--- src/rtl/assert_macros.svh ---
// Assertion macros shared by the odometry RTL.
// Each macro expects signals named clk and rst in the enclosing module.
`ifndef ASSERT_MACROS_SVH
`define ASSERT_MACROS_SVH

// Same-cycle implication, disabled during reset.
`define ASSERT_IMPLIES(label, ante, cons) \
  label: assert property (@(posedge clk) disable iff (rst) (ante) |-> (cons)) \
    else $error("odometry assertion failed");

// Next-cycle implication, disabled during reset.
`define ASSERT_NEXT(label, ante, cons) \
  label: assert property (@(posedge clk) disable iff (rst) (ante) |=> (cons)) \
    else $error("odometry assertion failed");

`endif

--- src/rtl/ddo_pkg.sv ---
// Package for the differential drive odometry block.
// Holds fixed-point constants, sequencer types and the CORDIC arctangent table.
package ddo_pkg;

  localparam int CORDIC_STEPS_DEF = 24;
  localparam int DIV_W = 42;

  localparam logic [1:0] REG_METRES_PER_PULSE  = 2'd0;
  localparam logic [1:0] REG_REVS_PER_PULSE    = 2'd1;
  localparam logic [1:0] REG_INVERSE_WHEELBASE = 2'd2;

  localparam logic signed [31:0] PI_Q       = 32'sd1686629713;
  localparam logic signed [31:0] HALF_PI_Q  = 32'sd843314857;
  localparam logic        [31:0] TWO_PI_Q   = 32'd3373259426;
  localparam logic signed [33:0] PI_Q34     = 34'sd1686629713;
  localparam logic signed [33:0] TWO_PI_Q34 = 34'sd3373259426;
  localparam logic signed [33:0] CORDIC_GAIN = 34'sh026DD3B6A;
  localparam logic        [31:0] SPEED_SCALE = 32'd1000;

  typedef enum logic [2:0] {
    ST_IDLE,
    ST_MSTART,
    ST_MWAIT,
    ST_DWAIT,
    ST_CWAIT,
    ST_OUT
  } state_t;

  typedef enum logic [3:0] {
    OP_DIST_L,
    OP_DIST_R,
    OP_REVS_L,
    OP_REVS_R,
    OP_SPD_L,
    OP_SPD_R,
    OP_TURN,
    OP_POS_X,
    OP_POS_Y
  } op_t;

  function automatic logic [31:0] atan_q30(input logic [4:0] idx);
    logic [31:0] v;
    case (idx)
      5'd0:  v = 32'h3243F6A8;
      5'd1:  v = 32'h1DAC6705;
      5'd2:  v = 32'h0FADBAFC;
      5'd3:  v = 32'h07F56EA6;
      5'd4:  v = 32'h03FEAB76;
      5'd5:  v = 32'h01FFD55B;
      5'd6:  v = 32'h00FFFAAA;
      5'd7:  v = 32'h007FFF55;
      5'd8:  v = 32'h003FFFEA;
      5'd9:  v = 32'h001FFFFD;
      5'd10: v = 32'h000FFFFF;
      5'd11: v = 32'h0007FFFF;
      5'd12: v = 32'h0003FFFF;
      5'd13: v = 32'h0001FFFF;
      5'd14: v = 32'h0000FFFF;
      5'd15: v = 32'h00007FFF;
      5'd16: v = 32'h00003FFF;
      5'd17: v = 32'h00001FFF;
      5'd18: v = 32'h00000FFF;
      5'd19: v = 32'h000007FF;
      5'd20: v = 32'h000003FF;
      5'd21: v = 32'h000001FF;
      5'd22: v = 32'h000000FF;
      5'd23: v = 32'h0000007F;
      5'd24: v = 32'h0000003F;
      5'd25: v = 32'h0000001F;
      5'd26: v = 32'h0000000F;
      5'd27: v = 32'h00000008;
      5'd28: v = 32'h00000004;
      5'd29: v = 32'h00000002;
      5'd30: v = 32'h00000001;
      default: v = 32'h00000000;
    endcase
    return v;
  endfunction

endpackage

--- src/rtl/ddo_mul.sv ---
// Shared unsigned 48 x 32 multiplier for the odometry block.
// Works in two 16-bit halves of the second operand, low half first.
module ddo_mul
  import ddo_pkg::*;
(
  input  logic        clk,
  input  logic        rst,
  input  logic        start,
  input  logic [47:0] a,
  input  logic [31:0] b,
  output logic        done,
  output logic [79:0] prod
);

  logic [47:0] a_r;
  logic [15:0] b_hi;
  logic [79:0] acc;
  logic        busy;
  logic [47:0] mul_a;
  logic [15:0] mul_b;
  logic [63:0] pp;

  assign mul_a = start ? a : a_r;
  assign mul_b = start ? b[15:0] : b_hi;
  assign pp    = 64'(mul_a) * 64'(mul_b);
  assign prod  = acc;

  always_ff @(posedge clk) begin
    if (rst) begin
      busy <= 1'b0;
      done <= 1'b0;
    end else begin
      done <= 1'b0;
      if (start) begin
        busy <= 1'b1;
      end else if (busy) begin
        busy <= 1'b0;
        done <= 1'b1;
      end
    end
  end

  always_ff @(posedge clk) begin
    if (start) begin
      a_r  <= a;
      b_hi <= b[31:16];
      acc  <= {16'd0, pp};
    end else if (busy) begin
      acc <= acc + {pp, 16'd0};
    end
  end

endmodule

--- config.mk ---
export PLATFORM = sky130hd
export DESIGN_NAME = ddo_mul
export DESIGN_NICKNAME = d
export VERILOG_FILES = /design/src/rtl/assert_macros.svh /design/src/rtl/ddo_pkg.sv /design/src/rtl/ddo_mul.sv
export SDC_FILE = /design/constraint.sdc
export NUM_CORES = 2
export LEC_CHECK = 0
export ABC_CLOCK_PERIOD_IN_PS = 29100
export CAP_MARGIN = 15
export CORE_ASPECT_RATIO = 1.1
export CORE_MARGIN = 5
export CORE_UTILIZATION = 71
export CTS_BUF_LIST = sky130_fd_sc_hd__clkbuf_16
export DETAILED_ROUTE_END_ITERATION = 16
export DONT_BUFFER_PORTS = 1
export PLACE_DENSITY_LB_ADDON = 0.25
export SYNTH_ARGS = -nofsm -noshare
export SYNTH_HDL_FRONTEND = slang
export SYNTH_SLANG_ARGS = --single-unit
export TNS_END_PERCENT = 100
--- constraint.sdc ---
create_clock -name clk -period 29.1 [get_ports clk]
set_input_delay 2.91 -clock clk [delete_from_list [all_inputs] [get_ports clk]]
set_output_delay 2.91 -clock clk [all_outputs]
set_load 0.02 [all_outputs]
==> results_dict.tcl <==
set metrics [dict create \
    drtIter0Drc 2510 \
    clock_skew_ps 13.8 \
    wl_per_cell_um 23.7 \
    cp_common_cell "fa_1" \
    placed_area_um2 32700 \
    cts_buffers 17 \
    endpoint_kind "flop" \
    drc 0 \
    final_cell_mix "728 x inv_1, 643 x fa_1, 608 x nand2_1, 330 x nor2_1, 209 x ha_1" \
    synth_seq_cells 146 \
    crit_path_max_incr_delay_ps 930 \
    stdcell_count 4194 \
    ys_warn_count 0 \
    final_common_cell "inv_1" \
    syn_area_um2 32400 \
    synthFlopType "edfxtp_1" \
    clk_latency_ps 510 \
    die_y_um 234 \
    wl_um 99600 \
    holdBufCountCts 0 \
    hold_viol 0 \
    report.final.slew_viol_count 0 \
    cts_tree "yes" \
    fmax_ghz 0.0741 \
    avgViaCountPerCell 6.31 \
    post_cts_buffers 0 \
    setup_tns_ps 0 \
    synth_top_area_share_pct 39.7 \
    die-area_um2 50000 \
    avgSynthCellArea_um2 8.70 \
    initial_core_util_pct 71.5 \
    crit_type "in2reg" \
    drt_first_pass_iters 6 \
    crit_fanout 182 \
    dp_hpwl_um 77600 \
    clockRootBuffer "clkbuf_16" \
    gr-total-overflow 0 \
    grt_pass1_wl_um 155000 \
    dieWidth_um 214 \
    synthToLayoutAreaGrowth_pct 2.73 \
    seqCellArea_um2 3720 \
    htreeDepth 4 \
    track_usage_pct 40.7 \
    setup_viol 0 \
    grt_max_degree 183 \
    async_reset_ff_share_pct 0 \
    vias 26400 \
    clkTransAtPathRegs_ps 70 \
    ys_seq_area_share_pct 11.5 \
    worst_pin_slew_ps 1210 \
    min_period_over_period_pct 46.4 \
    fin_crit_ps 13500 \
    nNetsFinal 4527 \
    ctsResizeCount 0 \
    dpl.cell_count 4158 \
    fillers 3405 \
    antenna_found_initial 2 \
    ant_nets 0 \
    outcome "finished, final reports clean" \
    slew-limit-headroom_pct 19.5 \
    core-area_um2 45300 \
    crit_required_ps 29500 \
    pin_count 164 \
    yosysUniqueCellTypes 71 \
    synth_top_area_cell "fa_1" \
    multi_input_area_um2 25300 \
    rows 82 \
    cts_buffer_depth 2 \
    final_area_um2 33300 \
    drive_gt1_share_pct 3.41 \
    startpoint_type "input port" \
    worstPathArrival_ps 13900 \
    grt_pass1_vias 28100 \
    io_buffer_count 0 \
    cp_slowest_cell "mux2i_1" \
    routabilityCongestion 1.04 \
    synth_nets 4660 \
    maxCapViolCount 0 \
    synth-edff-count 80 \
    rsz0062_at_grt "false" \
    reg2reg_slack_ps 18100 \
    hold_class "reg2reg" \
    cts.sinks 146 \
    synth_cells 3725 \
    synth_area_leaders "fa_1 40%, inv_1 8.4%, ha_1 8.1%" \
]
-- area by class of cell --
| cell class | instances | area share, % |
|---|---|---|
| inverters | 731 | 8.24 |
| well taps | 588 | 2.21 |
| multi-input cells | 2669 | 76.0 |
| repair buffers | 27 | 0.658 |
| clock inverters | 15 | 0.383 |
| clock buffers | 17 | 1.28 |
| flip-flops and latches | 146 | 11.2 |
| diodes | 1 | 0.00752 |
-- state kept, by name, indices dropped and copies added, names as in the netlist --
name  count
b_hi     16
busy      1
a_r      48
prod     80
done      1
-- cells by family (layout without fill, tap and decap cells) --
group                    after synthesis  after routing  synth area share, %
flip-flops                           146            146                 11.5
AND/OR/NAND/NOR                     1134           1134                 14.7
adder cells (fa/ha/maj)              852            852                 47.8
other                                  0              1                    0
AO/OA/AOI/OAI                        473            473                 9.26
XOR/XNOR                             118            118                 3.19
multiplexers                          92             92                 2.97
buffers and inverters                910            790                 10.6
-- worst paths after layout --
| path | from | to | cells past startpoint |
|---|---|---|---|
| worst max register to register | a_r[24]$_DFF_P_ | prod[79]$_SDFFE_PP0P_ | 32 |
| worst max-delay path | start | prod[79]$_SDFFE_PP0P_ | 32 |
| worst min-delay path | prod[77]$_SDFFE_PP0P_ | prod[77]$_SDFFE_PP0P_ | 2 |
| worst min register to register | prod[77]$_SDFFE_PP0P_ | prod[77]$_SDFFE_PP0P_ | 2 |
-- Yosys cell counts, drive strengths merged, types with 14 or more instances --
cell    count
buf        22
dfxtp      66
o21ai     107
a21oi     147
edfxtp     80
and2       45
mux2       33
a211oi     16
nor2b      15
inv       727
clkbuf    157
xnor2      65
xor2       53
mux2i      59
a21o      105
ha        209
and3       19
nand3      20
fa        643
nor3       14
nand4      42
nor2      330
o21bai     21
nand2     608
-- through the flow --
step | hold slack (ps) | util (%) | setup slack, ps
after floorplan | 523 | - | 16890
after global placement | 577 | 72.1 | 15730
after detailed placement | 588 | 72.1 | 15770
after CTS | 600 | 73.3 | 16230
after global routing | 626 | 73.4 | 15530
final | 598 | 73.4 | 15600
-- critical path: cells and delay by family --
kind	cells	cell delay (ps)
muxes	3	1480
adders and majority gates	8	3880
AOI/OAI and AO/OA	13	3290
buffers and inverters	4	780
xor gates and xnor gates	1	400
and+or+nand+nor	3	910
-- per-layer routing --
| metal | track usage [%] | routed length (um) | up-vias |
|---|---|---|---|
| met5 | 0 | 20 | - |
| li1 | - | - | 11200 |
| met2 | 65.6 | 47100 | 1622 |
| met1 | 49.8 | 35400 | 13200 |
| met4 | 20.9 | 6010 | 2 |
| met3 | 12.5 | 11100 | 423 |
Power is not shown: default switching activity piles up to over one toggle a cycle in this logic, so the estimate is an artifact.
