`src/rtl/assert_macros.svh`:
```
// Assertion macros shared by the odometry RTL.
// Each macro expects signals named clk and rst in the enclosing module.
`ifndef ASSERT_MACROS_SVH
`define ASSERT_MACROS_SVH

// Same-cycle implication, disabled during reset.
`define ASSERT_IMPLIES(label, ante, cons) \
  label: assert property (@(posedge clk) disable iff (rst) (ante) |-> (cons)) \
    else $error("odometry assertion failed");

// Next-cycle implication, disabled during reset.
`define ASSERT_NEXT(label, ante, cons) \
  label: assert property (@(posedge clk) disable iff (rst) (ante) |=> (cons)) \
    else $error("odometry assertion failed");

`endif

```
`src/rtl/ddo_pkg.sv`:
```
// Package for the differential drive odometry block.
// Holds fixed-point constants, sequencer types and the CORDIC arctangent table.
package ddo_pkg;

  localparam int CORDIC_STEPS_DEF = 24;
  localparam int DIV_W = 42;

  localparam logic [1:0] REG_METRES_PER_PULSE  = 2'd0;
  localparam logic [1:0] REG_REVS_PER_PULSE    = 2'd1;
  localparam logic [1:0] REG_INVERSE_WHEELBASE = 2'd2;

  localparam logic signed [31:0] PI_Q       = 32'sd1686629713;
  localparam logic signed [31:0] HALF_PI_Q  = 32'sd843314857;
  localparam logic        [31:0] TWO_PI_Q   = 32'd3373259426;
  localparam logic signed [33:0] PI_Q34     = 34'sd1686629713;
  localparam logic signed [33:0] TWO_PI_Q34 = 34'sd3373259426;
  localparam logic signed [33:0] CORDIC_GAIN = 34'sh026DD3B6A;
  localparam logic        [31:0] SPEED_SCALE = 32'd1000;

  typedef enum logic [2:0] {
    ST_IDLE,
    ST_MSTART,
    ST_MWAIT,
    ST_DWAIT,
    ST_CWAIT,
    ST_OUT
  } state_t;

  typedef enum logic [3:0] {
    OP_DIST_L,
    OP_DIST_R,
    OP_REVS_L,
    OP_REVS_R,
    OP_SPD_L,
    OP_SPD_R,
    OP_TURN,
    OP_POS_X,
    OP_POS_Y
  } op_t;

  function automatic logic [31:0] atan_q30(input logic [4:0] idx);
    logic [31:0] v;
    case (idx)
      5'd0:  v = 32'h3243F6A8;
      5'd1:  v = 32'h1DAC6705;
      5'd2:  v = 32'h0FADBAFC;
      5'd3:  v = 32'h07F56EA6;
      5'd4:  v = 32'h03FEAB76;
      5'd5:  v = 32'h01FFD55B;
      5'd6:  v = 32'h00FFFAAA;
      5'd7:  v = 32'h007FFF55;
      5'd8:  v = 32'h003FFFEA;
      5'd9:  v = 32'h001FFFFD;
      5'd10: v = 32'h000FFFFF;
      5'd11: v = 32'h0007FFFF;
      5'd12: v = 32'h0003FFFF;
      5'd13: v = 32'h0001FFFF;
      5'd14: v = 32'h0000FFFF;
      5'd15: v = 32'h00007FFF;
      5'd16: v = 32'h00003FFF;
      5'd17: v = 32'h00001FFF;
      5'd18: v = 32'h00000FFF;
      5'd19: v = 32'h000007FF;
      5'd20: v = 32'h000003FF;
      5'd21: v = 32'h000001FF;
      5'd22: v = 32'h000000FF;
      5'd23: v = 32'h0000007F;
      5'd24: v = 32'h0000003F;
      5'd25: v = 32'h0000001F;
      5'd26: v = 32'h0000000F;
      5'd27: v = 32'h00000008;
      5'd28: v = 32'h00000004;
      5'd29: v = 32'h00000002;
      5'd30: v = 32'h00000001;
      default: v = 32'h00000000;
    endcase
    return v;
  endfunction

endpackage

```
`src/rtl/ddo_div.sv`:
```
// Restoring divider for the wheel speed quotient, one quotient bit a cycle.
// Uses the dividend width from ddo_pkg.
module ddo_div
  import ddo_pkg::*;
(
  input  logic             clk,
  input  logic             rst,
  input  logic             start,
  input  logic [DIV_W-1:0] dividend,
  input  logic [15:0]      divisor,
  output logic             done,
  output logic [DIV_W-1:0] quotient
);

  localparam int CW = $clog2(DIV_W);
  localparam logic [CW-1:0] LAST = CW'(DIV_W - 1);

  logic [DIV_W-1:0] quo;
  logic [15:0]      dvs;
  logic [16:0]      rem;
  logic [CW-1:0]    cnt;
  logic             busy;
  logic [16:0]      shifted;
  logic [17:0]      trial;

  assign shifted  = {rem[15:0], quo[DIV_W-1]};
  assign trial    = {1'b0, shifted} - {2'b00, dvs};
  assign quotient = quo;

  always_ff @(posedge clk) begin
    if (rst) begin
      busy <= 1'b0;
      done <= 1'b0;
    end else begin
      done <= 1'b0;
      if (start) begin
        busy <= 1'b1;
      end else if (busy && cnt == LAST) begin
        busy <= 1'b0;
        done <= 1'b1;
      end
    end
  end

  always_ff @(posedge clk) begin
    if (start) begin
      quo <= dividend;
      dvs <= divisor;
      rem <= 17'd0;
      cnt <= '0;
    end else if (busy) begin
      cnt <= cnt + 1'b1;
      if (!trial[17]) begin
        rem <= trial[16:0];
        quo <= {quo[DIV_W-2:0], 1'b1};
      end else begin
        rem <= shifted;
        quo <= {quo[DIV_W-2:0], 1'b0};
      end
    end
  end

endmodule

```
`config.mk`:
```
export PLATFORM = sky130hd
export DESIGN_NAME = ddo_div
export DESIGN_NICKNAME = d
export VERILOG_FILES = /design/src/rtl/assert_macros.svh /design/src/rtl/ddo_pkg.sv /design/src/rtl/ddo_div.sv
export SDC_FILE = /design/constraint.sdc
export NUM_CORES = 1
export LEC_CHECK = 0
export ABC_AREA = 1
export BUFFER_PORTS_ARGS = -buffer_cell sky130_fd_sc_hd__buf_2
export CAP_MARGIN = 20
export CORE_MARGIN = 1.5
export CORE_UTILIZATION = 25
export CTS_CLUSTER_SIZE = 14
export DETAILED_ROUTE_END_ITERATION = 8
export GPL_TIMING_DRIVEN = 0
export SKIP_LAST_GASP = 1
export SLEW_MARGIN = 15
export SYNTH_ARGS = -nofsm -noshare
export SYNTH_HDL_FRONTEND = slang
export SYNTH_SLANG_ARGS = --single-unit
```
`constraint.sdc`:
```
create_clock -name clk -period 3.2 [get_ports clk]
set_clock_uncertainty 0.2 [all_clocks]
set_input_delay 0.64 -clock clk [delete_from_list [all_inputs] [get_ports clk]]
set_output_delay 0.64 -clock clk [all_outputs]
set_load 0.03 [all_outputs]
```
==> impl_metrics.toml <==
[run_status]
status = "finished, final reports clean"

[clock_tree]
path_clk_slew_ns = 0.07
numCtsBuffers = 9
cts_hold_buf = 0
cts_sinks = 82
cts_buffer_depth = 2
cts_post_setup_buffers_inserted = 0
cts_resized = 0
htree_levels = 3
clk_latency_ns = 0.35
cts_tree = "done"
root_buffer = "clkbuf_16"

[grt]
grt_pass1_wl_um = 18820
met2_usage_pct = 21.22
grt.met3_usage_pct = 6.259
grt.busiest_layer = "met2"
grt_max_degree = 33
grt_overflow = 0
gr-usage-met1_pct = 15.94
grt_pass1_vias = 3782
grtUsageTotal_pct = 13.22
antenna_found_initial = 2

[synthesis]
synthDistinctLibCells = 34
avgSynthCellArea_sq_um = 8.090
synth-edff-count = 58
ys_ff_latch = 82
ys_seq_area_share_pct = 49.40
yosysWarnings = 0
syn_inst = 556
synth_nets = 636
synth_area_sq_um = 4498
synth_flop_cell = "edfxtp_1"
async_flop_share_pct = 0

[setup_path]
cpPeakStageDelay_ns = 0.50
crit_required_ns = 3.10
crit_path_top_delay_cell = "clkbuf_1"
start_kind = "input port"
path_cells = "buf_2 -> clkbuf_1 -> inv_1 -> clkbuf_1 -> clkbuf_1 -> nand2_1 -> nand2_1"
worst_setup_path_end_kind = "flop"
worstSetupPathType = "in2reg"
cp_max_fo = 17
cpMostUsedCell = "clkbuf_1"
cp.arrival_ns = 2.36

[floorplan]
core-area_sq_um = 17420
initial_core_util_pct = 25.83
die_h_um = 137.1
io_pins = 104
rows = 48
die_area_sq_um = 18810
die_width_um = 137.1

[place]
place.gp.congestion = 0.8103
dpl.hpwl_um = 8716
dpl_cell_area_sq_um = 5315
portBuffers = 103

[sta]
rsz0062_at_grt = "false"
fin_crit_sh_pct = 76.90
setup_tns_ns = 0
hold_viol = 0
finalSetupViolations = 0
finalMaxSlewViolations = 0
fmax_ghz = 0.4064
tightest_slew_ns = 0.6015
period_needed_ns = 2.461
slew-limit-headroom_pct = 59.75

[power_and_ir_drop]
combPwrFrac_pct = 15.7
p_seq_share_pct = 46.9
sw_frac_of_total_pct = 29.88
p_leak_nw = 2.810
p_sw_mw = 0.8114
powerDensity_nw_per_um2 = 484.5
ir_worst_vdd_mv = 0.2554
p_int_mw = 1.904
power_mw = 2.715
clkPwrFrac_pct = 37.4

[layout]
drive_above_1_share_pct = 22.04
fillers = 1857
area_growth_pct = 24.59
final_cell_mix = "nand2_1 (232), buf_2 (104), inv_1 (75), edfxtp_1 (58), nand3_1 (44)"
final_area_sq_um = 5604
final_nets = 751
final_common_cell = "nand2_1"

[routing]
routedWlPerCell_um = 12.89
drt-total-wl_um = 11640
drt_iter0_drc = 205
viasPerCell = 4.310
ant_nets = 0
drtPass1Iterations = 4
via_count = 3892
drcViolationCount = 0

[worst_hold_path]
worst_hold_path_type = "in2reg"

[job]
max_cap_viol_count = 0
## worst max-delay path: cells and delay by family
kind	cells	cell delay (ns)
AND/OR/NAND/NOR	2	0.17
buffers and inverters	5	1.54
## cell usage after synthesis (2+ instances only)
cell / count / share of area (%)
a21oi_1: 10 / 1.1
clkbuf_1: 12 / 1.0
dfxtp_1: 24 / 11
edfxtp_1: 58 / 39
ha_1: 18 / 5.0
inv_1: 76 / 6.3
nand2_1: 232 / 19
nand2_2: 3 / 0.42
nand2_4: 2 / 0.50
nand3_1: 44 / 4.9
nand3_2: 11 / 2.4
nand3b_1: 4 / 0.67
nand4_1: 5 / 0.70
nor2_1: 19 / 1.6
nor2_2: 2 / 0.28
nor3_1: 5 / 0.56
o21ai_0: 10 / 1.1
xnor2_1: 5 / 0.97
## final timing paths
path | start | to | slack [ns] | depth (start not counted)
max | start | quotient[12] | 0.74 | 7
min | divisor[2] | dvs[2] | 0.27 | 1
max reg2reg | quotient[41] | rem[12] | 0.88 | 12
min reg2reg | rem[10] | rem[10] | 0.27 | 2
## power by group through the flow
stage	combinational, mW	sequential [mW]	clock (mW)
2_1_floorplan	0.169	1.40	0
4_1_cts	0.431	1.27	1.06
6_report	0.426	1.27	1.02
3_5_place_dp	0.432	1.29	0
3_3_place_gp	0.423	1.30	0
5_1_grt	0.471	1.28	1.10
## sequential cells by signal, summed over array words and instances (netlist names)
signal,flops
dvs,16
done,1
quotient,42
busy,1
cnt,6
rem,16
## per-layer routing
| layer | up-vias | routed length, um |
|---|---|---|
| li1 | 2012 | - |
| met4 | 2 | 110 |
| met5 | - | 12 |
| met2 | 120 | 5343 |
| met3 | 9 | 1072 |
| met1 | 1749 | 5106 |
## kinds of logic (layout without fill, tap and decap cells)
family                     after synthesis  count (layout)  synth area share (%)
and+or+nand+nor                        331             331                 32.24
buffers and inverters                   92             212                 8.317
DFF                                     82              82                 49.40
AOI/OAI and AO/OA                       26              26                 3.422
adders and majority gates               19              19                 5.452
xor gates and xnor gates                 6               6                 1.168
other                                    0               2                     0
## final cells by class
type                            count  area (sq um)  area share [%]
Sequential cell                    82          2222           39.65
Multi-Input combinational cell    382          1902           33.94
Timing Repair Buffer              104         535.5           9.556
Inverter                           76         285.3           5.090
Tap cell                          225         281.5           5.023
Clock buffer                        9         225.2           4.019
Buffer                             16         88.84           1.585
Clock inverter                      7         58.81           1.049
Antenna cell                        2         5.005         0.08931
## through the flow
| stage | hold slack [ns] | cells | util (%) | setup WS, ns |
|---|---|---|---|---|
| 2_1_floorplan | 0.2430 | 556 | - | 0.7025 |
| 3_3_place_gp | 0.2630 | 884 | 30.40 | -0.5459 |
| 3_5_place_dp | 0.2615 | 885 | 30.52 | 0.2853 |
| 4_1_cts | 0.2469 | 901 | 32.15 | 0.6778 |
| 5_1_grt | 0.2458 | 901 | 32.15 | 0.4917 |
| 6_report | 0.2675 | 903 | 32.18 | 0.7393 |
Power figures use the tool's default switching activity.
