**config.mk**
```make
export PLATFORM = sky130hd
export DESIGN_NAME = ddo_cordic
export DESIGN_NICKNAME = d
export VERILOG_FILES = /design/src/rtl/assert_macros.svh /design/src/rtl/ddo_pkg.sv /design/src/rtl/ddo_cordic.sv
export SDC_FILE = /design/constraint.sdc
export NUM_CORES = 1
export LEC_CHECK = 0
export ABC_CLOCK_PERIOD_IN_PS = 6300
export BUFFER_PORTS_ARGS = -buffer_cell sky130_fd_sc_hd__buf_2
export CORE_MARGIN = 5
export CORE_UTILIZATION = 58
export CTS_BUF_LIST = sky130_fd_sc_hd__clkbuf_8 sky130_fd_sc_hd__clkbuf_16
export DETAILED_ROUTE_END_ITERATION = 6
export MAX_ROUTING_LAYER = met4
export PLACE_DENSITY_LB_ADDON = 0.15
export SYNTH_ARGS = -nofsm -noshare
export SYNTH_HDL_FRONTEND = slang
export SYNTH_SLANG_ARGS = --single-unit
```
**constraint.sdc**
```tcl
create_clock -name clk -period 6.3 [get_ports clk]
set_clock_uncertainty 0.1 [all_clocks]
set_input_delay 1.26 -clock clk [delete_from_list [all_inputs] [get_ports clk]]
set_output_delay 1.26 -clock clk [all_outputs]
set_load 0.005 [all_outputs]
```
**src/rtl/assert_macros.svh**
```systemverilog
// Assertion macros shared by the odometry RTL.
// Each macro expects signals named clk and rst in the enclosing module.
`ifndef ASSERT_MACROS_SVH
`define ASSERT_MACROS_SVH

// Same-cycle implication, disabled during reset.
`define ASSERT_IMPLIES(label, ante, cons) \
  label: assert property (@(posedge clk) disable iff (rst) (ante) |-> (cons)) \
    else $error("odometry assertion failed");

// Next-cycle implication, disabled during reset.
`define ASSERT_NEXT(label, ante, cons) \
  label: assert property (@(posedge clk) disable iff (rst) (ante) |=> (cons)) \
    else $error("odometry assertion failed");

`endif

```
**src/rtl/ddo_pkg.sv**
```systemverilog
// Package for the differential drive odometry block.
// Holds fixed-point constants, sequencer types and the CORDIC arctangent table.
package ddo_pkg;

  localparam int CORDIC_STEPS_DEF = 24;
  localparam int DIV_W = 42;

  localparam logic [1:0] REG_METRES_PER_PULSE  = 2'd0;
  localparam logic [1:0] REG_REVS_PER_PULSE    = 2'd1;
  localparam logic [1:0] REG_INVERSE_WHEELBASE = 2'd2;

  localparam logic signed [31:0] PI_Q       = 32'sd1686629713;
  localparam logic signed [31:0] HALF_PI_Q  = 32'sd843314857;
  localparam logic        [31:0] TWO_PI_Q   = 32'd3373259426;
  localparam logic signed [33:0] PI_Q34     = 34'sd1686629713;
  localparam logic signed [33:0] TWO_PI_Q34 = 34'sd3373259426;
  localparam logic signed [33:0] CORDIC_GAIN = 34'sh026DD3B6A;
  localparam logic        [31:0] SPEED_SCALE = 32'd1000;

  typedef enum logic [2:0] {
    ST_IDLE,
    ST_MSTART,
    ST_MWAIT,
    ST_DWAIT,
    ST_CWAIT,
    ST_OUT
  } state_t;

  typedef enum logic [3:0] {
    OP_DIST_L,
    OP_DIST_R,
    OP_REVS_L,
    OP_REVS_R,
    OP_SPD_L,
    OP_SPD_R,
    OP_TURN,
    OP_POS_X,
    OP_POS_Y
  } op_t;

  function automatic logic [31:0] atan_q30(input logic [4:0] idx);
    logic [31:0] v;
    case (idx)
      5'd0:  v = 32'h3243F6A8;
      5'd1:  v = 32'h1DAC6705;
      5'd2:  v = 32'h0FADBAFC;
      5'd3:  v = 32'h07F56EA6;
      5'd4:  v = 32'h03FEAB76;
      5'd5:  v = 32'h01FFD55B;
      5'd6:  v = 32'h00FFFAAA;
      5'd7:  v = 32'h007FFF55;
      5'd8:  v = 32'h003FFFEA;
      5'd9:  v = 32'h001FFFFD;
      5'd10: v = 32'h000FFFFF;
      5'd11: v = 32'h0007FFFF;
      5'd12: v = 32'h0003FFFF;
      5'd13: v = 32'h0001FFFF;
      5'd14: v = 32'h0000FFFF;
      5'd15: v = 32'h00007FFF;
      5'd16: v = 32'h00003FFF;
      5'd17: v = 32'h00001FFF;
      5'd18: v = 32'h00000FFF;
      5'd19: v = 32'h000007FF;
      5'd20: v = 32'h000003FF;
      5'd21: v = 32'h000001FF;
      5'd22: v = 32'h000000FF;
      5'd23: v = 32'h0000007F;
      5'd24: v = 32'h0000003F;
      5'd25: v = 32'h0000001F;
      5'd26: v = 32'h0000000F;
      5'd27: v = 32'h00000008;
      5'd28: v = 32'h00000004;
      5'd29: v = 32'h00000002;
      5'd30: v = 32'h00000001;
      default: v = 32'h00000000;
    endcase
    return v;
  endfunction

endpackage

```
**src/rtl/ddo_cordic.sv**
```systemverilog
// Rotation-mode CORDIC giving cosine and sine of the heading, one step a cycle.
// Uses the arctangent table and angle constants from ddo_pkg.
module ddo_cordic
  import ddo_pkg::*;
#(
  parameter int CORDIC_STEPS = CORDIC_STEPS_DEF
) (
  input  logic               clk,
  input  logic               rst,
  input  logic               start,
  input  logic signed [31:0] angle,
  output logic               done,
  output logic signed [33:0] cos_out,
  output logic signed [33:0] sin_out
);

  localparam int IW = (CORDIC_STEPS > 1) ? $clog2(CORDIC_STEPS) : 1;
  localparam logic [IW-1:0] LAST = IW'(CORDIC_STEPS - 1);

  logic signed [33:0] x, y, z;
  logic signed [33:0] xs, ys, at;
  logic signed [32:0] a33, folded;
  logic [IW-1:0]      i;
  logic               busy;
  logic               neg;
  logic               fold_neg;

  assign a33 = {angle[31], angle};
  assign xs  = x >>> i;
  assign ys  = y >>> i;
  assign at  = $signed({2'b00, atan_q30(5'(i))});

  always_comb begin
    if (angle > HALF_PI_Q) begin
      folded   = a33 - {PI_Q[31], PI_Q};
      fold_neg = 1'b1;
    end else if (angle < -HALF_PI_Q) begin
      folded   = a33 + {PI_Q[31], PI_Q};
      fold_neg = 1'b1;
    end else begin
      folded   = a33;
      fold_neg = 1'b0;
    end
  end

  assign cos_out = neg ? -x : x;
  assign sin_out = neg ? -y : y;

  always_ff @(posedge clk) begin
    if (rst) begin
      busy <= 1'b0;
      done <= 1'b0;
    end else begin
      done <= 1'b0;
      if (start) begin
        busy <= 1'b1;
      end else if (busy && i == LAST) begin
        busy <= 1'b0;
        done <= 1'b1;
      end
    end
  end

  always_ff @(posedge clk) begin
    if (start) begin
      x   <= CORDIC_GAIN;
      y   <= 34'sd0;
      z   <= {folded, 1'b0};
      neg <= fold_neg;
      i   <= '0;
    end else if (busy) begin
      i <= i + 1'b1;
      if (!z[33]) begin
        x <= x - ys;
        y <= y + xs;
        z <= z - at;
      end else begin
        x <= x + ys;
        y <= y - xs;
        z <= z + at;
      end
    end
  end

endmodule

```
==> results of run 1 <==
## registers in the layout (all words and copies together) (netlist names)
name  cells
busy      1
neg       1
i         5
x        34
done      1
y        34
at       30
z        34
## Yosys cell counts, types with 40 or more instances
master    instances  area [sq um]
o21ai_0         133           666
xor2_1           99           867
a31oi_1          50           313
a21o_1           53           398
nand2_1         228           856
nor2_1          214           803
dfxtp_1         106          2120
xnor2_1         157          1380
mux2_2           47           529
nor3_1           65           325
inv_1            69           259
mux4_2           89          2000
a21oi_1         182           911
ha_1            116          1450
o22ai_1          40           250
mux2i_1          79           791
clkbuf_1        138           518
## layout by cell type, fill, tap and decap left out, types with 71 or more instances in the layout
| cell type | Yosys | layout |
|---|---|---|
| dfxtp_1 | 106 | 100 |
| buf_2 | 25 | 103 |
| inv_1 | 69 | 71 |
| buf_4 | 12 | 177 |
| nor2_1 | 214 | 212 |
| a21oi_1 | 182 | 179 |
| xor2_1 | 99 | 99 |
| nand2_1 | 228 | 228 |
| o21ai_0 | 133 | 131 |
| mux4_2 | 89 | 90 |
| xnor2_1 | 157 | 157 |
| mux2i_1 | 79 | 78 |
| ha_1 | 116 | 115 |
## kinds of logic (layout without fill, tap and decap cells)
family          count (synthesis)  count (layout)  share of synthesized area [%]
buf+inv                       267             404                           5.72
xor+xnor                      256             256                           11.2
fa+ha+maj                     119             119                           7.58
mux                           224             224                           17.6
compound gates                725             725                           24.1
simple gates                  746             746                           18.0
flops                         140             140                           15.8
## worst paths after layout
check                to  slack (ps)
hold / removal     z[0]         440
hold reg to reg    z[0]         440
setup / recovery  x[33]         140
setup reg to reg  x[33]         140
## stage by stage
step                setup TNS [ps]  instances  hold slack [ps]
global placement                 0       3023              382
finish                           0       3069              439
detailed placement               0       3023              416
CTS                              0       3055              432
floorplan                        0       2477              367
global route                  -194       3069              444
## worst reg2reg max path, delay by kind of cell, from the launching register on
family / cells / cell delay [ps]
AO/OA/AOI/OAI: 9 / 1960
multiplexers: 5 / 1920
AND/OR/NAND/NOR: 3 / 740
flip-flops: 1 / 380
buffers and inverters: 3 / 370
adder cells (fa/ha/maj): 1 / 300
XOR/XNOR: 1 / 270
## power by group through the flow
stage	Combinational [mW]	Clock (mW)	Sequential, mW
5_1_grt	9.29	1.10	1.54
2_1_floorplan	5.87	0	1.33
3_3_place_gp	8.10	0	1.51
3_5_place_dp	8.23	0	1.52
6_report	8.59	1.06	1.52
4_1_cts	8.29	1.06	1.50
## routing by layer
layer	part of all wire (%)	GRT usage [%]	up-vias
met5	0	-	-
met4	6.1	19.4	0
met3	9.0	6.16	278
met2	47	61.4	1191
met1	38	46.3	10000
li1	-	-	9479
## final cells by class
type                       instances  area share (%)
clock buffer                      18            1.95
clock inverter                    14           0.599
tap                              455            2.52
inverter                          74            1.24
timing repair buffer             298            9.70
multi-input combinational       2070            70.0
sequential                       140            14.0
## what timing repair did
item                                    CTS  global route
gates resized for setup                   0            33
buffers inserted                          0            12
endpoints found under the setup margin    0            12
hold buffers                              0             0
==> results.yml, run 1 <==
outcome:
  status: "finished, final reports clean"
global_route:
  grt_start_max_net_pins: 95
  gr-total-overflow: 0
  grtUsageTotal_pct: 38.1
  antenna_found_initial: 0
  grt_pass1_vias: 19900
  grt_pass1_wl_mm: 112
critical_path:
  worstPathCellList: "buf_4, buf_4, buf_12, mux4_2, mux2_2, mux4_2, nand3b_1, nor3_2, a21oi_1, xnor2_1, ha_1, a211o_1, a211o_1, a2111o_1, a31o_2, a22oi_2, a31oi_2, a21oi_2, o21ai_1, or2_2, mux2_2, mux2_1"
  critical-path-slowest-cell: "mux4_2"
  path_class: "flip-flop to flip-flop"
  path_delay_family: "compound AO/OA/AOI/OAI gates"
  start_kind: "flip-flop"
  cp.depth: 22
  cp_max_fo: 15
  endpoint_kind: "flip-flop"
  slowest_delay_ps: 530
  critPathLaunch: "i[1]"
  critPathBufInv: 3
  cp.arrival_ps: 6410
  rr_startpoint: "i[1]"
  crit_required_ps: 6550
  rr_worst_depth: 22
floorplanning:
  rows: 68
  die_area_sq_um: 38200
  die_w_um: 195
  start_util_pct: 58.3
  fp.dieH_um: 195
  core_region_area_sq_um: 34200
  io_pins: 104
layout:
  multiInputGateArea_sq_um: 15800
  post-route-util_pct: 66.0
  fill_cells: 2904
  final_nets: 2755
  final_area_sq_um: 22600
  area_growth_syn_to_layout_pct: 13.1
  ff_latch_area_sq_um: 3160
  diodes: 0
  drive_gt1_share_pct: 20.4
place:
  place_hpwl_mm: 57.0
  dp_slack_ps: 115
  port_buffers: 103
  placed_area_sq_um: 21700
  gp_congestion: 1.03
power_and_ir_drop:
  p_switching_mw: 5.63
  p_sw_share_pct: 50.4
  clkPwrFrac_pct: 9.5
  p_leak_nw: 9.31
  power_mw: 11.2
  irDropWorstVdd_v: 0.000290
  power_density_nw_per_um2: 495
  p_int_mw: 5.54
  comb_power_share_pct: 76.9
  seqPwrFrac_pct: 13.6
yosys:
  synth_ff_type: "dfxtp_1"
  synth-edff-count: 34
  syn_area_sq_um: 19900
  synth.avg_cell_area_sq_um: 8.05
  yosys_warnings: 0
  synth.distinct_cells: 97
  ys_seq_area_share_pct: 15.8
  ys_ff_latch: 140
  syn_inst: 2477
  async_reset_ff_share_pct: 0
  syn-num-nets: 2631
timing:
  fmax_mhz: 162
  rsz0062_at_grt: "yes"
  finalHoldViolCount: 0
  period_minus_slack_ps: 6160
  period_share_pct: 97.8
  tightest_slew_ps: 1170
  max_slew_margin_pct: 21.9
  setup_viol: 0
  worst_slack_ps: 142
  drv_slew: 0
detailed_routing:
  first_pass_iters: 6
  wl_mm: 74.3
  avgRoutedWirePerCell_um: 24.2
  postRouteAntennaNets: 0
  drc: 0
  drt_iter0_drc: 2566
  vias: 21000
  via_per_inst: 6.84
clock_tree:
  tritoncts: "yes"
  clkLatencyLatePin_ps: 470
  cts-buffers-inserted: 17
  path_clk_slew_ps: 80
  clock_sinks: 140
  root_buffer: "clkbuf_16"
  htree_levels: 4
  cts.path.max_buffers: 2
worst_hold_path:
  hp-class: "flip-flop to flip-flop"
  hold_depth: 2
  min_from: "z[0]"
flow_run:
  cap_violations: 0
Note: power is estimated with default switching activity, not from simulation.
==> inputs of run 2 (changes only) <==
Settings changed: BUFFER_PORTS_ARGS -buffer_cell sky130_fd_sc_hd__buf_2 to -buffer_cell sky130_fd_sc_hd__buf_4.
==> run 2 against run 1 <==
Net effect:
- cell count fell by 0.78%
- sequential power barely moved
- flip-flop and latch count did not move
- combinational power barely moved
- critical path depth rose by 2
- global-route usage fell by 0.12 points
- utilization fell by 0.12 points
- total power rose by 0.24%
- non-clock buffer count fell by 24
- sequential share of layout area barely moved
- worst setup slack improved by 45 ps
- highest routed layer unchanged
==> results.yml, run 2 (same netlist as run 1, synthesis figures left out) <==
critical_path:
  endpoint_kind: "flip-flop"
  cp_max_fo: 14
  reg2reg_to: "y[33]"
  cp.arrival_ps: 6360
  rr_startpoint: "i[1]"
  path_class: "flip-flop to flip-flop"
  start_kind: "flip-flop"
  rr_worst_depth: 24
  r2r_setup_slack_ps: 190
  crit_required_ps: 6540
flow_run:
  cap_violations: 0
place:
  placed_area_sq_um: 21800
  gp_congestion: 1.05
  port_buffers: 103
  place_hpwl_mm: 56.7
detailed_routing:
  maxUsedRoutingLayer: "met4"
  wl_met3_mm: 6.43
  vias: 20900
  drt_iter0_drc: 2123
  first_pass_iters: 5
  via_per_inst: 6.86
  postRouteAntennaNets: 0
  avgRoutedWirePerCell_um: 24.1
  m1WireLength_mm: 28.0
  wl_mm: 73.4
  wl_met2_mm: 34.4
  drc: 0
clock_tree:
  holdBufCountCts: 0
  path_clk_slew_ps: 60
  cts-buffers-inserted: 17
  tritoncts: "yes"
  root_buffer: "clkbuf_16"
  clock_sinks: 140
  cts.path.max_buffers: 2
  clkLatencyLatePin_ps: 460
  htree_levels: 4
timing:
  tightest_slew_ps: 1020
  max_slew_margin_pct: 32.3
  drv_slew: 0
  finalHoldViolCount: 0
  period_minus_slack_ps: 6110
  period_share_pct: 97.0
  rsz0062_at_grt: "yes"
  setup_viol: 0
  fmax_mhz: 164
power_and_ir_drop:
  clkPwrFrac_pct: 9.4
  p_int_mw: 5.60
  seqPwrFrac_pct: 13.9
  power_mw: 11.2
  comb_power_share_pct: 76.8
  p_leak_nw: 9.23
  p_switching_mw: 5.61
  power_density_nw_per_um2: 497
  p_sw_share_pct: 50.0
  irDropWorstVdd_v: 0.000283
worst_hold_path:
  hp-class: "flip-flop to flip-flop"
  hold_depth: 2
  hold_end: "z[0]"
  min_from: "z[0]"
global_route:
  antenna_found_initial: 0
  grt_pass1_vias: 19800
  grtUsageTotal_pct: 38.0
  gr-total-overflow: 0
  grt_start_max_net_pins: 70
  grt_pass1_wl_mm: 113
floorplanning:
  start_util_pct: 58.3
  io_pins: 104
  die_area_sq_um: 38200
  fp.dieH_um: 195
  die_w_um: 195
  rows: 68
  core_region_area_sq_um: 34200
layout:
  diodes: 0
  drive_gt1_share_pct: 19.4
  final_nets: 2731
  final_cell_mix: "buf_4 (264), nand2_1 (228), nor2_1 (214)"
  final_common_cell: "buf_4"
  area_growth_syn_to_layout_pct: 12.9
  fill_cells: 2973
  reg.largest.list: "x: 34 flops, y: 34 flops, z: 34 flops"
  final_area_sq_um: 22500
outcome:
  status: "finished, final reports clean"
run 2: metrics by stage:
step | TNS, ps | setup slack [ps] | cells | utilization [%] | hold slack [ps]
after floorplan | 0 | 152 | 2477 | - | 367
after global placement | 0 | 226 | 3007 | 63.7 | 383
after detailed placement | 0 | 42.3 | 3007 | 63.7 | 404
after CTS | 0 | 53.9 | 3039 | 65.4 | 419
after global routing | -126 | -94.1 | 3045 | 65.8 | 442
final | 0 | 186 | 3045 | 65.8 | 411
run 2: final cells by class:
cell class / instances / area [sq um] / share of cell area [%]
clock buffers: 17 / 425 / 1.89
clock inverters: 15 / 153 / 0.678
inverters: 74 / 282 / 1.25
multi-input cells: 2070 / 15800 / 69.9
flip-flops and latches: 140 / 3160 / 14.0
well taps: 455 / 569 / 2.53
repair buffers: 274 / 2180 / 9.67
run 2: how the worst max path moves through the flow:
stage	from	endpoint	slack (ps)	depth (start not counted)
floorplan	i[0]	y[32]	150	24
global placement	i[1]	y[33]	230	24
detailed placement	i[1]	x[33]	40	23
CTS	i[1]	x[33]	50	23
global route	i[1]	x[33]	-90	22
finish	i[1]	y[33]	190	24
run 2: metal layers:
metal | global-route usage (%) | up-vias
met4 | 19.5 | 0
met2 | 61.6 | 1216
met3 | 6.30 | 273
met1 | 45.7 | 9973
li1 | - | 9427
met5 | - | -
run 2: power groups by stage:
| stage | combinational [mW] | sequential [mW] | clock, mW |
|---|---|---|---|
| 6_report | 8.60 | 1.55 | 1.05 |
| 3_3_place_gp | 8.20 | 1.54 | 0 |
| 2_1_floorplan | 5.87 | 1.33 | 0 |
| 3_5_place_dp | 8.32 | 1.55 | 0 |
| 4_1_cts | 8.38 | 1.53 | 1.05 |
| 5_1_grt | 9.33 | 1.57 | 1.09 |
run 2: repair_timing:
action	CTS	global route
buffers inserted	0	6
endpoints found under the setup margin	0	10
gates resized for setup	0	25
run 2: worst max-delay path: stages, from the launching register on:
cell and delay [ps]:
dfxtp_4 440, buf_12 190, buf_8 200, buf_4 200, mux4_2 500, mux2_2 310
mux4_2 500, nor2_1 150, nand2b_1 140, nor4_1 260, buf_4 170, a21oi_1 70
xnor2_1 140, ha_1 370, a21o_1 220, a21oi_1 200, o211ai_1 140, o22ai_1 180
a311oi_1 110, o31ai_2 340, a21oi_2 120, o2111ai_1 240, a21oi_1 130, nor3b_2 220
mux2_4 320
==> inputs of run 3 (changes only) <==
==> constraint.sdc (replaced) <==
create_clock -name clk -period 6.3 [get_ports clk]
set_clock_uncertainty 0.1 [all_clocks]
set_input_delay 0.945 -clock clk [delete_from_list [all_inputs] [get_ports clk]]
set_output_delay 0.945 -clock clk [all_outputs]
set_load 0.005 [all_outputs]
==> run 3 against run 2 <==
Net effect:
- first-iteration DRC count rose by 5.8%
- via count fell by 1.2%
- clock-buffer cell count rose by 1
- combinational power barely moved
- largest cell class unchanged
- non-clock buffer count fell by 6
- fmax fell by 1.0%
- clock power rose by 6%
- worst setup slack got worse by 63 ps
- cell count fell by 0.20%
==> results.yml, run 3 (same netlist as run 1, synthesis figures left out) <==
floorplanning:
  die_w_um: 195
  fp.dieH_um: 195
  start_util_pct: 58.3
  die_area_sq_um: 38200
  io_pins: 104
  core_region_area_sq_um: 34200
  rows: 68
critical_path:
  endpoint_kind: "flip-flop"
  reg2reg_to: "x[33]"
  cp.arrival_ps: 6430
  rr_startpoint: "i[0]"
  path_class: "flip-flop to flip-flop"
  cp_max_fo: 14
  r2r_setup_slack_ps: 120
  start_kind: "flip-flop"
  rr_worst_depth: 23
  crit_required_ps: 6560
global_route:
  grt_start_max_net_pins: 70
  gr-total-overflow: 0
  grt_pass1_wl_mm: 112
  antenna_found_initial: 0
  grt_pass1_vias: 19800
  grtUsageTotal_pct: 37.9
clock_tree:
  htree_levels: 4
  cts.path.max_buffers: 2
  cts-buffers-inserted: 17
  holdBufCountCts: 0
  tritoncts: "yes"
  path_clk_slew_ps: 90
  clkLatencyLatePin_ps: 480
  root_buffer: "clkbuf_16"
  clock_sinks: 140
detailed_routing:
  avgRoutedWirePerCell_um: 24.1
  postRouteAntennaNets: 0
  drt_iter0_drc: 2247
  first_pass_iters: 6
  via_per_inst: 6.79
  wl_mm: 73.2
  vias: 20600
  drc: 0
layout:
  area_growth_syn_to_layout_pct: 13.0
  final_area_sq_um: 22500
  fill_cells: 2939
  post-route-util_pct: 65.9
  final_cell_mix: "buf_4 (256), nand2_1 (228), nor2_1 (214)"
  diodes: 0
  drive_gt1_share_pct: 19.6
  final_common_cell: "buf_4"
  final_nets: 2725
  reg.largest.list: "x: 34 flops, y: 34 flops, z: 34 flops"
timing:
  max_slew_margin_pct: 26.8
  period_share_pct: 98.0
  setup_viol: 0
  finalHoldViolCount: 0
  drv_slew: 0
  tightest_slew_ps: 1090
  period_minus_slack_ps: 6180
  fmax_mhz: 162
power_and_ir_drop:
  irDropWorstVdd_v: 0.000305
  p_leak_nw: 9.20
  power_density_nw_per_um2: 500
  power_mw: 11.3
worst_hold_path:
  hp-class: "flip-flop to flip-flop"
  hold_depth: 2
  min_from: "z[0]"
  hold_end: "z[0]"
place:
  place_hpwl_mm: 56.1
  port_buffers: 103
  placed_area_sq_um: 21700
  gp_congestion: 1.02
flow_run:
  cap_violations: 0
outcome:
  status: "finished, final reports clean"
## run 3: cell count changes in the layout (fill, tap and decap cells not counted), sizes merged
cell / before / now
buf: 274 / 267
clkinvlp: 3 / 1
clkbuf: 17 / 19
clkinv: 4 / 6
inv: 81 / 80
## run 3: per-layer routing
metal  wire length (um)  track usage (%)
met3               6310             5.28
met5                  0                -
met2              34100             61.1
met4               4870             20.8
met1              28000             46.1
## run 3: through the flow
step	TNS [ps]	worst slack (ps)	hold slack, ps	cells
after floorplan	0	152	367	2477
after global placement	0	53.9	383	3001
after detailed placement	-11.9	-11.9	396	3001
after CTS	0	12.0	414	3033
after global routing	-61.4	-31.1	436	3039
final	0	123	406	3039
## run 3: area by class of cell
type	instances	area [sq um]	share of cell area (%)
well taps	455	569	2.53
flip-flops and latches	140	3160	14.0
clock buffers	18	450	2.00
repair buffers	268	2140	9.49
multi-input cells	2070	15800	70.1
inverters	74	278	1.23
clock inverters	14	150	0.666
## run 3: how the worst max path moves through the flow
stage	start	to	slack, ps	cells after the start
after floorplan	i[0]	y[32]	150	24
after global placement	i[1]	y[33]	50	23
after CTS	i[1]	y[33]	10	23
after global routing	i[1]	x[32]	-30	24
after detailed placement	i[1]	y[33]	-10	23
final	i[0]	x[33]	120	23
## run 3: worst max-delay path: stages, from the launching register on
cell and delay (ps):
dfxtp_4 440, buf_12 190, buf_4 230, nor2_1 150, a21o_1 280, mux2i_1 330, a211o_1 290, nand4_1 190
buf_4 200, nor3_2 190, a21oi_1 110, xnor2_1 200, ha_1 240, a211o_1 330, a211o_1 290, a2111o_1 360
a31o_2 270, a22oi_2 260, a31oi_4 160, a21oi_2 210, o21ai_0 130, or2_2 290, mux2_2 280, mux2_1 310
## run 3: what timing repair did
item / 4_1_cts / 5_1_grt
setup endpoints to repair: 2 / 11
gates resized for setup: 3 / 38
pin swaps: 1 / 10
buffers inserted: 0 / 5
gates cloned: 0 / 1
## run 3: report_power, final
part	switching, mW	internal [mW]	total [mW]
clock	0.527	0.584	1.11
combinational	4.75	3.85	8.60
sequential	0.397	1.16	1.56
